## config.mk

```make
export PLATFORM = sky130hd
export DESIGN_NAME = plk_div
export DESIGN_NICKNAME = d
export VERILOG_FILES = /design/src/hw/rtl/plk_div.sv
export SDC_FILE = /design/constraint.sdc
export NUM_CORES = 1
export LEC_CHECK = 0
export BUFFER_PORTS_ARGS = -buffer_cell sky130_fd_sc_hd__buf_2
export CORE_MARGIN = 4
export CORE_UTILIZATION = 25
export CTS_CLUSTER_SIZE = 10
export DETAILED_ROUTE_END_ITERATION = 8
export GPL_TIMING_DRIVEN = 0
export MAX_ROUTING_LAYER = met4
export PLACE_DENSITY_LB_ADDON = 0.3
export SYNTH_ARGS = -nofsm -noshare
export SYNTH_HDL_FRONTEND = slang
export SYNTH_SLANG_ARGS = --single-unit
```

## constraint.sdc

```tcl
create_clock -name aclk -period 5.4 [get_ports aclk]
set_input_delay 1.08 -clock aclk [delete_from_list [all_inputs] [get_ports aclk]]
set_output_delay 1.08 -clock aclk [all_outputs]
set_load 0.05 [all_outputs]
```

## src/hw/rtl/plk_div.sv

```systemverilog
// Bit-serial restoring unsigned divider, one quotient bit per cycle.
`timescale 1ns / 1ps

module plk_div #(
    parameter int DVD_W = 23,
    parameter int DVS_W = 16
) (
    input  logic             aclk,
    input  logic             aresetn,
    input  logic             start,
    input  logic [DVD_W-1:0] dividend,
    input  logic [DVS_W-1:0] divisor,
    output logic             done,
    output logic [DVD_W-1:0] quotient
);

    localparam int CNT_W = (DVD_W > 2) ? $clog2(DVD_W) : 1;

    logic             busy_reg;
    logic             done_reg;
    logic [CNT_W-1:0] cnt_reg;
    logic [DVD_W-1:0] quo_reg;   // dividend shifts out, quotient shifts in
    logic [DVS_W-1:0] rem_reg;
    logic [DVS_W-1:0] dvs_reg;

    logic [DVS_W:0]   trial;
    logic [DVS_W:0]   diff;
    logic             ge;

    assign trial = {rem_reg, quo_reg[DVD_W-1]};
    assign diff  = trial - {1'b0, dvs_reg};
    assign ge    = (trial >= {1'b0, dvs_reg});

    always_ff @(posedge aclk) begin
        if (!aresetn) begin
            busy_reg <= 1'b0;
            done_reg <= 1'b0;
            cnt_reg  <= '0;
        end else begin
            done_reg <= 1'b0;
            if (start) begin
                busy_reg <= 1'b1;
                cnt_reg  <= CNT_W'(DVD_W - 1);
            end else if (busy_reg) begin
                cnt_reg <= cnt_reg - 1'b1;
                if (cnt_reg == '0) begin
                    busy_reg <= 1'b0;
                    done_reg <= 1'b1;
                end
            end
        end
    end

    // Datapath, no reset
    always_ff @(posedge aclk) begin
        if (start) begin
            quo_reg <= dividend;
            rem_reg <= '0;
            dvs_reg <= divisor;
        end else if (busy_reg) begin
            quo_reg <= {quo_reg[DVD_W-2:0], ge};
            rem_reg <= ge ? diff[DVS_W-1:0] : trial[DVS_W-1:0];
        end
    end

    assign done     = done_reg;
    assign quotient = quo_reg;

endmodule

```

# == Word-level counts from Yosys, hierarchy flattened ==
# Cells that the tools add are included.
# classes
n_addsub,2
n_mul,0
div,0
magnitude_cmp,1
n_eq_ne,0
n_shift,0
muxes,9
bitwise_logic,2
n_reduce_logical,4
# ops
op,n
two-way mux 23 bit,2
>= comparator 17 x 16 -> 1 bit,1
two-way mux 16 bit,1
subtractor 16 bit,1
two-way mux 5 bit,2
zero test 5 bit,1
subtractor 5 x 1 -> 5 bit (second input constant),1
two-way mux 1 bit,4
OR reduction 3 bit,1
inverter 1 bit,2
nonzero test 2 bit,1
OR reduction 2 bit,1
# word_totals
reg_bits,62
latchBits,0
ramBits,0
rom_bits,0
in_bits,42
output_inout_bits,24
word_cells,25
memories,0

# == Depth between registers and ports, before layout ==
# Gate-level depths: netlist of run 1.
# logic_depth
ltp_word,4
depth_mapped,11
ltp_nobuf,9

# == Least setup slack after synthesis of run 1 ==
# OpenSTA, ideal clock, no wires.
# synth_path
kind,flip-flop to flip-flop
start,reg quo_reg[22] (netlist: quotient[22])
end,reg rem_reg[10]
setup_ns,0.087
arrival_time_ns,2.286
t_required_ns,5.313
setup_slack_ns,3.027
stages_incl_launch_ff,10
path_buffers,0
synth_period_minus_slack_ns,2.373
cell_sequence,edfxtp_1 > inv_1 > ha_1 > fa_1 > nor2b_1 > o2111ai_1 > a21oi_1 > a21boi_0 > xor2_1 > o31ai_1
# synth_between
elab_chain_cells,2
elab_cells_between_ends,3
classes_between,add/sub: 1; order compare: 1; mux: 1
# synth_rtl
element,line,text
"start, declared",22,logic [DVD_W-1:0] quo_reg;
"start signal, assigned",57,quo_reg <= dividend;
"start signal, assigned",61,"quo_reg <= {quo_reg[DVD_W-2:0], ge};"
subtractor 16 bit or >= comparator 17 x 16 -> 1 bit (tied branches),"31, 32",
two-way mux 16 bit *,62,rem_reg <= ge ? diff[DVS_W-1:0] : trial[DVS_W-1:0];
"end signal, assigned",62,
"end, declared",23,logic [DVS_W-1:0] rem_reg;
# Mark *: on every way between the ends. The rest lies on a longest branch, timed or not.
# A chain may end at the register's enable or synchronous reset.

# == Worst setup path in the final report of run 1 ==
# layout_path
start,in start
end,reg quo_reg[22] (netlist: quotient[22]) (enable)
# layout_between
elab_chain_cells,1
# layout_rtl
element,line,text
"start, declared",10,"input logic start,"
nonzero test 2 bit (no source line),--,
# Every way passes these cells.

==> results of run 1 <==
## logic make-up (layout without fill, tap and decap cells)
kind of cell    count (synthesis)  in the layout
simple gates                   89             89
fa+ha+maj                      19             19
xor+xnor                       13             13
flops                          62             62
mux                            29             29
buf+inv                        39            120
compound gates                 81             81
## metal layers
layer	wire length (um)	vias to the layer above	global-route usage
met5	0	-	-
met4	273	0	0.0593
li1	-	1394	-
met1	3990	1302	0.144
met3	511	19	0.0275
met2	3910	92	0.171
## worst paths after layout
kind / end / slack [ns] / cells past startpoint
worst max-delay path: quotient[22]$_DFFE_PP_ / 2.58 / 4
worst min-delay path: rem_reg[8]$_SDFFE_PP0P_ / 0.49 / 2
worst max register to register: quotient[0]$_DFFE_PP_ / 2.68 / 9
worst min register to register: rem_reg[8]$_SDFFE_PP0P_ / 0.49 / 2
## per-stage QoR
stage,hold WS (ns),utilization
2_1_floorplan,0.450,-
3_3_place_gp,0.480,0.300
3_5_place_dp,0.484,0.300
4_1_cts,0.492,0.320
5_1_grt,0.543,0.320
6_report,0.488,0.320
## worst reg2reg max path: stages (launching register included)
cell      delay, ns
edfxtp_1       0.32
inv_1          0.04
ha_1           0.36
nand3_1        0.18
o22ai_1        0.21
a221o_1        0.43
a221oi_2       0.39
buf_6          0.22
buf_4          0.20
o21ai_0        0.09
## power breakdown
part           internal [mW]  switching, mW
Sequential             0.546         0.0185
Clock                  0.315          0.224
Combinational         0.0885          0.170
## layout by cell type (no fill, tap or decap), drive strengths merged, types with 4 or more instances in the layout
master  count
buf        73
edfxtp     39
inv        28
dfxtp      23
mux2       22
nand2      22
nor2       20
ha         18
o21ai      17
a21oi      15
clkbuf     15
nand3       9
o21a        8
xnor2       7
nor3        7
mux2i       7
a21o        6
xor2        6
a211oi      5
and3        5
a32oi       5
nand4b      4
nor4        4
## cell type report
cell class                 count  share of cell area
sequential                    62               0.379
inverter                      25              0.0218
timing repair buffer          65              0.0755
buffer                        14              0.0168
multi-input combinational    231               0.391
tap                          176              0.0511
clock buffer                   9              0.0522
clock inverter                 7              0.0128
==> metrics.txt, run 1 <==
CP Class=primary input to flop; final worst slack=about 2.6 ns; leading area contributor after synthesis=edfxtp_1; # Max-Cap Violations=0; outcome=complete, no violations; initial drt markers=126; top-count cell post-synth=edfxtp_1; IO Count=66; worst-margin pin slew=about 0.90 ns; pin count of the biggest net entering global routing=24; Initial Util=0.259; crit path launch=start; Avg WL per Cell=~15 um; Mapped Cells=about 330; Hold-fix buffers, CTS=0; Top Family by Delay on Critical Path=buffers and inverters; ys async rst share=0; critical path's slowest cell=inv_1; Yosys reg bits=slightly above 60; Synth Area in Simple Gates=0.130; DRT antenna net count=0; Reg clk slew, reported paths=around 0.050 ns; final wirelength=8690 um; XOR/XNOR share of the synthesized area=0.0327; sequential share of the synthesized area=0.468; CTS max path bufs=2; # resized after CTS=0; unrepaired setup endpoints after global routing=no; Crit. End Element=flop; core area=roughly 0.013 mm^2; Final Cell Area=0.00431 mm^2; top cell type's share of synthesized area=0.336; crit path time final=approximately 2.8 ns; reg2reg start=dvs_reg[7]$_DFFE_PP_; Vias=approximately 2.8k; leakage=roughly 1.8 nW; share of layout cells above drive strength 1=0.274; Critical path buffers and inverters=3; Crit Path Max Fanout=23; hpwl dp=6480 um; Num CTS Buffers=9; Site Rows=42; pwr dens=around 320 mW/mm^2; final std cells w/o fill=just under 600; Yosys warnings=0; ys flop type=edfxtp_1; Syn Nets=393; top post-synthesis cells by count=edfxtp_1 (39), inv_1 (25), dfxtp_1 (23); Startpoint Class=primary input; period utilisation layout=0.523; top post-synthesis cells by area=edfxtp_1 (34%), dfxtp_1 (13%), mux2_2 (7.1%); Die Span Y=around 130 um; P&R area growth vs syn=23.7%; First-pass DRT Iterations=4; Fin Clk Skew=~0.0081 ns; gr usage total=0.114; hold path startpoint=rem_reg[8]$_SDFFE_PP0P_; Netlist cell types=52; GPL Wtd Cong=0.838; H-tree levels=3; Hold Path Class=flop to flop; Syn Std Cell Area=approximately 0.0035 mm^2; Critical Path RT=around 5.3 ns; area of the multi-input gates=0.00169 mm^2; Buffers on Ports=65; number of flip-flops in the largest register=23; Clock Latency Late Sink=0.34 ns; Max Fclk=354 MHz; Slew HR=0.399; DR vias/cell=around 4.8; first-pass GRT wire length=about 14,000 um; setup_tns=0 ns; placed cell count=between 500 and 600; vias in the first global route=2,826; grt ovf=0; flip-flop and latch area=about 0.0016 mm^2; final net count=469; CP max stage delay=~0.6 ns; Post-CTS Setup Bufs=0; full die area=0.0159 mm^2; Post-Synth Adder-Cell Area=0.0704; total power=between 1 and 1.5 mW; DP Area=between 0.004 and 0.005 mm^2; Final Max Slew Viols=0; IR Drop Worst-Case VDD=192 uV; EDFF count, synth=39; dpl ws=2.18 ns; WP data arrival=2.74 ns; clock root buffer=clkbuf_16; Clock Sinks=62; post-synthesis compound-gate area fraction=0.160; initial antenna violation count=0; DRC=0; post-synthesis mux area share=0.0912; ANT cells=0; CP Cell Sequence=buf_2 > nor2_1 > clkbuf_1 > inv_1; CTS tree=done; die width=between 100 and 150 um; Filler cells=~1.4k; Avg Inst Size Synth=about 10 um^2; main combinational cell family by area after synthesis=compound AO/OA/AOI/OAI gates; final setup violation count=0; final hold violation count=0
Power figures use the tool's default switching activity.
==> run 2: changes to the inputs <==
==> constraint.sdc (replaced) <==
create_clock -name aclk -period 2.32 [get_ports aclk]
set_input_delay 0.464 -clock aclk [delete_from_list [all_inputs] [get_ports aclk]]
set_output_delay 0.464 -clock aclk [all_outputs]
set_load 0.05 [all_outputs]
==> run 2 against run 1 <==
The flow now finishes with violations (negative setup slack). Highest routed layer unchanged. Worst setup slack worse by 2.7 ns. Critical path type is now flop to flop. Critical endpoint is now rem_reg[9]$_SDFFE_PP0P_. Via count up 3.0%. Non-clock buffer count up 10. Die area unchanged. Sequential share of layout area down 2.9 points. Combinational power rose to 2.6 times the previous value.
==> metrics.txt, run 2 (same netlist as run 1, synthesis figures left out) <==
outcome=finished, violations left (was complete, no violations); violated checks=negative setup slack; unrepaired setup endpoints after global routing=yes (was no); Buffers on Ports=65 (unchanged); final setup violation count=11 (was 0); final worst slack=-0.0929 ns (was 2.58 ns); gr usage total=0.124 (was 0.114); Vias=2,892 (was 2,807); number of flip-flops in the largest register=23 (unchanged); Critical path buffers and inverters=3 (unchanged); final std cells w/o fill=600 (was 589); Num CTS Buffers=9 (unchanged); routing usage on met1=0.151 (was 0.144); pwr dens=696 mW/mm^2 (was 316 mW/mm^2); worst-margin pin slew=0.595 ns (was 0.900 ns); Final Cell Area=0.00466 mm^2 (was 0.00431 mm^2); CP Cell Sequence=inv_2 > ha_4 > nor2b_4 > o31a_1 > a21o_4 > a221oi_4 > buf_6 > buf_8 > nand4b_1 > nand3_1 (was buf_2 > nor2_1 > clkbuf_1 > inv_1); Filler cells=1,395 (was 1,434); period utilisation layout=1.04; First-pass DRT Iterations=4 (unchanged); logic gate share of total power=0.207 (was 0.190); Initial Util=0.259 (unchanged); CTS max path bufs=2 (unchanged); Int Pwr=2.25 mW (was 0.949 mW); core area=0.0135 mm^2 (unchanged); DRC=0 (unchanged); IO Count=66 (unchanged); Clock Latency Late Sink=0.34 ns (about the same); pin count of the biggest net entering global routing=21 (was 24); initial drt markers=119 (was 126); vias in the first global route=3,142 (was 2,826); grt ovf=0 (unchanged); area of the multi-input gates=0.00191 mm^2 (was 0.00169 mm^2); most crowded layer after global routing=met2 (unchanged); H-tree levels=3 (unchanged); switching fraction of total power=0.307 (was 0.303); Reg power frac=0.406 (was 0.415); Site Rows=42 (unchanged); P_sw=0.995 mW (was 0.412 mW); total power=3.25 mW (was 1.36 mW); dpl ws=-0.363 ns (was 2.18 ns); GR Util met2=0.189 (was 0.171); Slew HR=0.602 (was 0.399); flip-flop and latch area=0.00163 mm^2 (unchanged); Startpoint Class=flop (was primary input); final hold violation count=0 (unchanged); commonest non-fill, non-tap cell in the layout=buf_2 (unchanged); hpwl dp=6530 um (was 6480 um); WP data arrival=2.63 ns (was 2.74 ns); die width=126 um (unchanged); IR Drop Worst-Case VDD=430 uV (was 192 uV); share of layout cells above drive strength 1=0.392 (was 0.274); Max Fclk=~410 MHz; most frequent cells in the layout=buf_2 (65), edfxtp_1 (39), dfxtp_1 (23) (was buf_2 (66), edfxtp_1 (39), inv_1 (25)); worst hold slack=0.295 ns (was 0.488 ns); Critical Path RT=2.54 ns (was 5.32 ns); Die Span Y=126 um (unchanged); Fin Clk Skew=0.00729 ns (was 0.00809 ns); critical path's slowest cell=edfxtp_1 (was inv_1); P&R area growth vs syn=33.8% (was 23.7%); CTS tree=done (unchanged); Avg WL per Cell=15.4 um (was 14.7 um); DR vias/cell=4.82 (was 4.77); DRT antenna net count=0 (unchanged); clock power share=0.386 (was 0.396); full die area=0.0159 mm^2 (unchanged); ANT cells=0 (unchanged); # Max-Cap Violations=0 (unchanged); GR Layer Usage met3=0.0305 (was 0.0275); Top Family by Delay on Critical Path=compound AO/OA/AOI/OAI gates (was buffers and inverters); leakage=1.87 nW (was 1.79 nW); first-pass GRT wire length=15,300 um (was 14,000 um); final wirelength=9250 um (was 8690 um); final net count=480 (was 469); Crit Path Max Fanout=7 (was 23); DP Area=0.00405 mm^2 (was 0.00403 mm^2); crit path time final=around 2.4 ns; placed cell count=573 (unchanged); Reg clk slew, reported paths=0.06 ns (was 0.05 ns); Clock Sinks=62 (unchanged); Final Max Slew Viols=0 (unchanged); clock root buffer=clkbuf_16 (unchanged); initial antenna violation count=0 (unchanged); Hold Path Class=primary input to flop (was flop to flop); GPL Wtd Cong=0.815 (was 0.838); CP Class=flop to flop (was primary input to flop); CP max stage delay=0.43 ns (was 0.60 ns); Crit. End Element=flop (unchanged)
run 2: cell types whose count changed in the layout (fill, tap and decap cells not counted), moves of 3 or more:
cell / change
buf_4: +11
ha_1: -11
ha_2: +6
ha_4: +5
inv_1: -5
o21ai_0: -5
a21oi_1: -4
inv_2: +4
clkbuf_1: -3
o21ai_2: +3
run 2: worst paths after layout:
path	startpoint	endpoint	slack (ns)	depth (start not counted)
worst min-delay path	divisor[6]	dvs_reg[6]$_DFFE_PP_	0.30	1
worst min register to register	rem_reg[8]$_SDFFE_PP0P_	rem_reg[8]$_SDFFE_PP0P_	0.48	2
worst max-delay path	dvs_reg[1]$_DFFE_PP_	rem_reg[9]$_SDFFE_PP0P_	-0.09	10
worst max register to register	dvs_reg[1]$_DFFE_PP_	rem_reg[9]$_SDFFE_PP0P_	-0.09	10
run 2: cell type report:
| type | count | area share |
|---|---|---|
| Buffer | 11 | 0.0142 |
| Clock buffer | 9 | 0.0483 |
| Clock inverter | 7 | 0.0118 |
| Inverter | 25 | 0.0209 |
| Multi-Input combinational cell | 231 | 0.410 |
| Sequential cell | 62 | 0.350 |
| Tap cell | 176 | 0.0472 |
| Timing Repair Buffer | 78 | 0.0961 |
| Timing Repair inverter | 1 | 0.00161 |
run 2: worst reg2reg max path, cell delays in order (launching register included):
cell and delay (ns):
edfxtp_1 0.43, inv_2 0.09, ha_4 0.19, nor2b_4 0.12, o31a_1 0.33, a21o_4 0.26, a221oi_4 0.30, buf_6 0.21
buf_8 0.14, nand4b_1 0.13, nand3_1 0.09
run 2: what timing repair did:
action	CTS	global route
hold buffers	0	0
pin swaps	14	12
gates resized for setup	20	36
setup buffers	6	7
setup endpoints to repair	38	33
cloned	2	0
run 2: power groups by stage:
stage          clock [mW]  sequential [mW]  combinational [mW]
6_report             1.25             1.32               0.673
5_1_grt              1.34             1.33               0.732
4_1_cts              1.29             1.32               0.630
3_5_place_dp            0             1.34               0.605
3_3_place_gp            0             1.34               0.599
2_1_floorplan           0             1.48               0.295
run 2: metal layers:
layer	up-vias	share of wire
met5	-	0
met3	27	0.045
met4	0	0.046
met1	1363	0.45
met2	81	0.46
li1	1421	-
run 2: per-stage QoR:
| step | TNS (ns) | util |
|---|---|---|
| CTS | -1.94 | 0.334 |
| global placement | -11.89 | 0.301 |
| finish | -0.551 | 0.347 |
| global route | -1.96 | 0.347 |
| detailed placement | -14.13 | 0.301 |
| floorplan | 0 | - |
==> run 3: changes to the inputs <==
--- a/config.mk
+++ b/config.mk
@@ -11,7 +11,6 @@
 export CTS_CLUSTER_SIZE = 10
 export DETAILED_ROUTE_END_ITERATION = 8
 export GPL_TIMING_DRIVEN = 0
-export MAX_ROUTING_LAYER = met4
 export PLACE_DENSITY_LB_ADDON = 0.3
 export SYNTH_ARGS = -nofsm -noshare
 export SYNTH_HDL_FRONTEND = slang
==> run 3 against run 2 <==
Worst hold slack improved by 0.00059 ns. Clock power barely moved. Global-route usage fell by 0.35 points. Flip-flop and latch count did not move. Power barely moved. Combinational power barely moved. Worst setup slack got worse by 0.0066 ns. Via count rose by 0.21%. The flow still finishes with violations (negative setup slack).
==> metrics.txt, run 3 (same netlist as run 1, synthesis figures left out) <==
Critical Path RT=2.54 ns (about the same); CP Class=flop to flop (unchanged); WP data arrival=2.64 ns (was 2.63 ns); first-pass GRT wire length=15,400 um (was 15,300 um); final std cells w/o fill=600 (unchanged); number of flip-flops in the largest register=23 (unchanged); DP Area=0.00405 mm^2 (unchanged); WHS Path Cells=1 (unchanged); outcome=finished, violations left (unchanged); pin count of the biggest net entering global routing=21 (unchanged); IO Count=66 (unchanged); final setup violation count=11 (unchanged); hpwl dp=6530 um (unchanged); Avg WL per Cell=15.4 um (about the same); Startpoint Class=flop (unchanged); WP depth=10 (unchanged); clock root buffer=clkbuf_16 (unchanged); core area=0.0135 mm^2 (unchanged); Crit. End Element=flop (unchanged); violated checks=negative setup slack (unchanged); pwr dens=696 mW/mm^2 (about the same); Hold Path Class=primary input to flop (unchanged); Max Fclk=413 MHz (was 414 MHz); Initial Util=0.259 (unchanged); final hold violation count=0 (unchanged); P&R area growth vs syn=33.8% (unchanged); initial drt markers=131 (was 119); initial antenna violation count=0 (unchanged); CP max stage delay=0.43 ns (about the same); vias in the first global route=3,139 (was 3,142); ANT cells=0 (unchanged); Die Span Y=126 um (unchanged); FF-to-FF path depth=10 (unchanged); Crit Path Max Fanout=7 (unchanged); Reg clk slew, reported paths=0.06 ns (about the same); final wirelength=9270 um (was 9250 um); # Max-Cap Violations=0 (unchanged); gr usage total=0.121 (was 0.124); Final Max Slew Viols=0 (unchanged); commonest non-fill, non-tap cell in the layout=buf_2 (unchanged); Clock Sinks=62 (unchanged); H-tree levels=3 (unchanged); leakage=1.87 nW (unchanged); period utilisation layout=1.04 (about the same); die width=126 um (unchanged); DR vias/cell=4.83 (was 4.82); DRT antenna net count=0 (unchanged); Slew HR=0.557 (was 0.602); full die area=0.0159 mm^2 (unchanged); Clock Latency Late Sink=0.34 ns (about the same); DRC=0 (unchanged); CP Cell Sequence=inv_2 > ha_4 > nor2b_4 > o31a_1 > a21o_4 > a221oi_4 > buf_6 > buf_8 > nand4b_1 > nand3_1 (unchanged); Buffers on Ports=65 (unchanged); worst-margin pin slew=0.661 ns (was 0.595 ns); CTS tree=done (unchanged); Num CTS Buffers=9 (unchanged); total power=3.25 mW (about the same); share of layout cells above drive strength 1=0.392 (unchanged); Critical path buffers and inverters=3 (unchanged); Vias=2,898 (was 2,892); First-pass DRT Iterations=4 (unchanged); final worst slack=-0.0995 ns (was -0.0929 ns); Final Cell Area=0.00466 mm^2 (unchanged); Filler cells=1,395 (unchanged); grt ovf=0 (unchanged); most frequent cells in the layout=buf_2 (65), edfxtp_1 (39), dfxtp_1 (23) (unchanged); GPL Wtd Cong=0.803 (was 0.815); unrepaired setup endpoints after global routing=yes (unchanged); placed cell count=573 (unchanged); crit path time final=2.42 ns (was 2.41 ns); CTS max path bufs=2 (unchanged); Hold-fix buffers, CTS=0 (unchanged); final net count=480 (unchanged); critical path's slowest cell=edfxtp_1 (unchanged); Fin Clk Skew=0.00700 ns (was 0.00729 ns); Site Rows=42 (unchanged); IR Drop Worst-Case VDD=429 uV (was 430 uV); Top Family by Delay on Critical Path=compound AO/OA/AOI/OAI gates (unchanged)
## run 3: cell counts in the layout (fill, tap and decap cells not counted)
Identical to the previous run, type by type.
## run 3: per-layer routing
layer,share of wire,vias to the layer above,global-route usage
li1,-,1412,-
met5,0,-,0
met1,0.43,1371,0.147
met3,0.064,26,0.0457
met4,0.043,0,0.0606
met2,0.46,89,0.188
## run 3: metrics by stage
stage                util  setup WS, ns  setup TNS, ns  hold WS (ns)
floorplan               -        0.0119              0         0.450
global route        0.347        -0.212          -1.97         0.285
finish              0.347       -0.0995         -0.620         0.296
detailed placement  0.301        -0.363         -14.13         0.489
global placement    0.301        -0.348         -11.89         0.484
CTS                 0.334        -0.194          -1.94         0.282
## run 3: final cells by class
| class | count | area, um^2 | area share |
|---|---|---|---|
| buffer | 11 | 66.3 | 0.0142 |
| clock buffer | 9 | 225 | 0.0483 |
| clock inverter | 7 | 55.1 | 0.0118 |
| inverter | 25 | 97.6 | 0.0209 |
| multi-input combinational | 231 | 1910 | 0.410 |
| sequential | 62 | 1630 | 0.350 |
| tap | 176 | 220 | 0.0472 |
| timing repair buffer | 78 | 448 | 0.0961 |
| timing repair inverter | 1 | 7.51 | 0.00161 |
## run 3: final timing paths
kind	startpoint	end	slack, ns
hold / removal	divisor[6]	dvs_reg[6]$_DFFE_PP_	0.30
setup reg to reg	dvs_reg[1]$_DFFE_PP_	rem_reg[9]$_SDFFE_PP0P_	-0.1
hold reg to reg	rem_reg[8]$_SDFFE_PP0P_	rem_reg[8]$_SDFFE_PP0P_	0.48
setup / recovery	dvs_reg[1]$_DFFE_PP_	rem_reg[9]$_SDFFE_PP0P_	-0.1
## run 3: power breakdown
group / internal, mW / switching, mW
Clock: 0.732 / 0.522
Combinational: 0.247 / 0.426
Sequential: 1.27 / 0.0473
Total: 2.25 / 0.995
## run 3: timing repair
action,4_1_cts,5_1_grt
gates resized for setup,20,36
cloned,2,0
pin swaps,14,12
endpoints found under the setup margin,38,33
buffers inserted,6,7
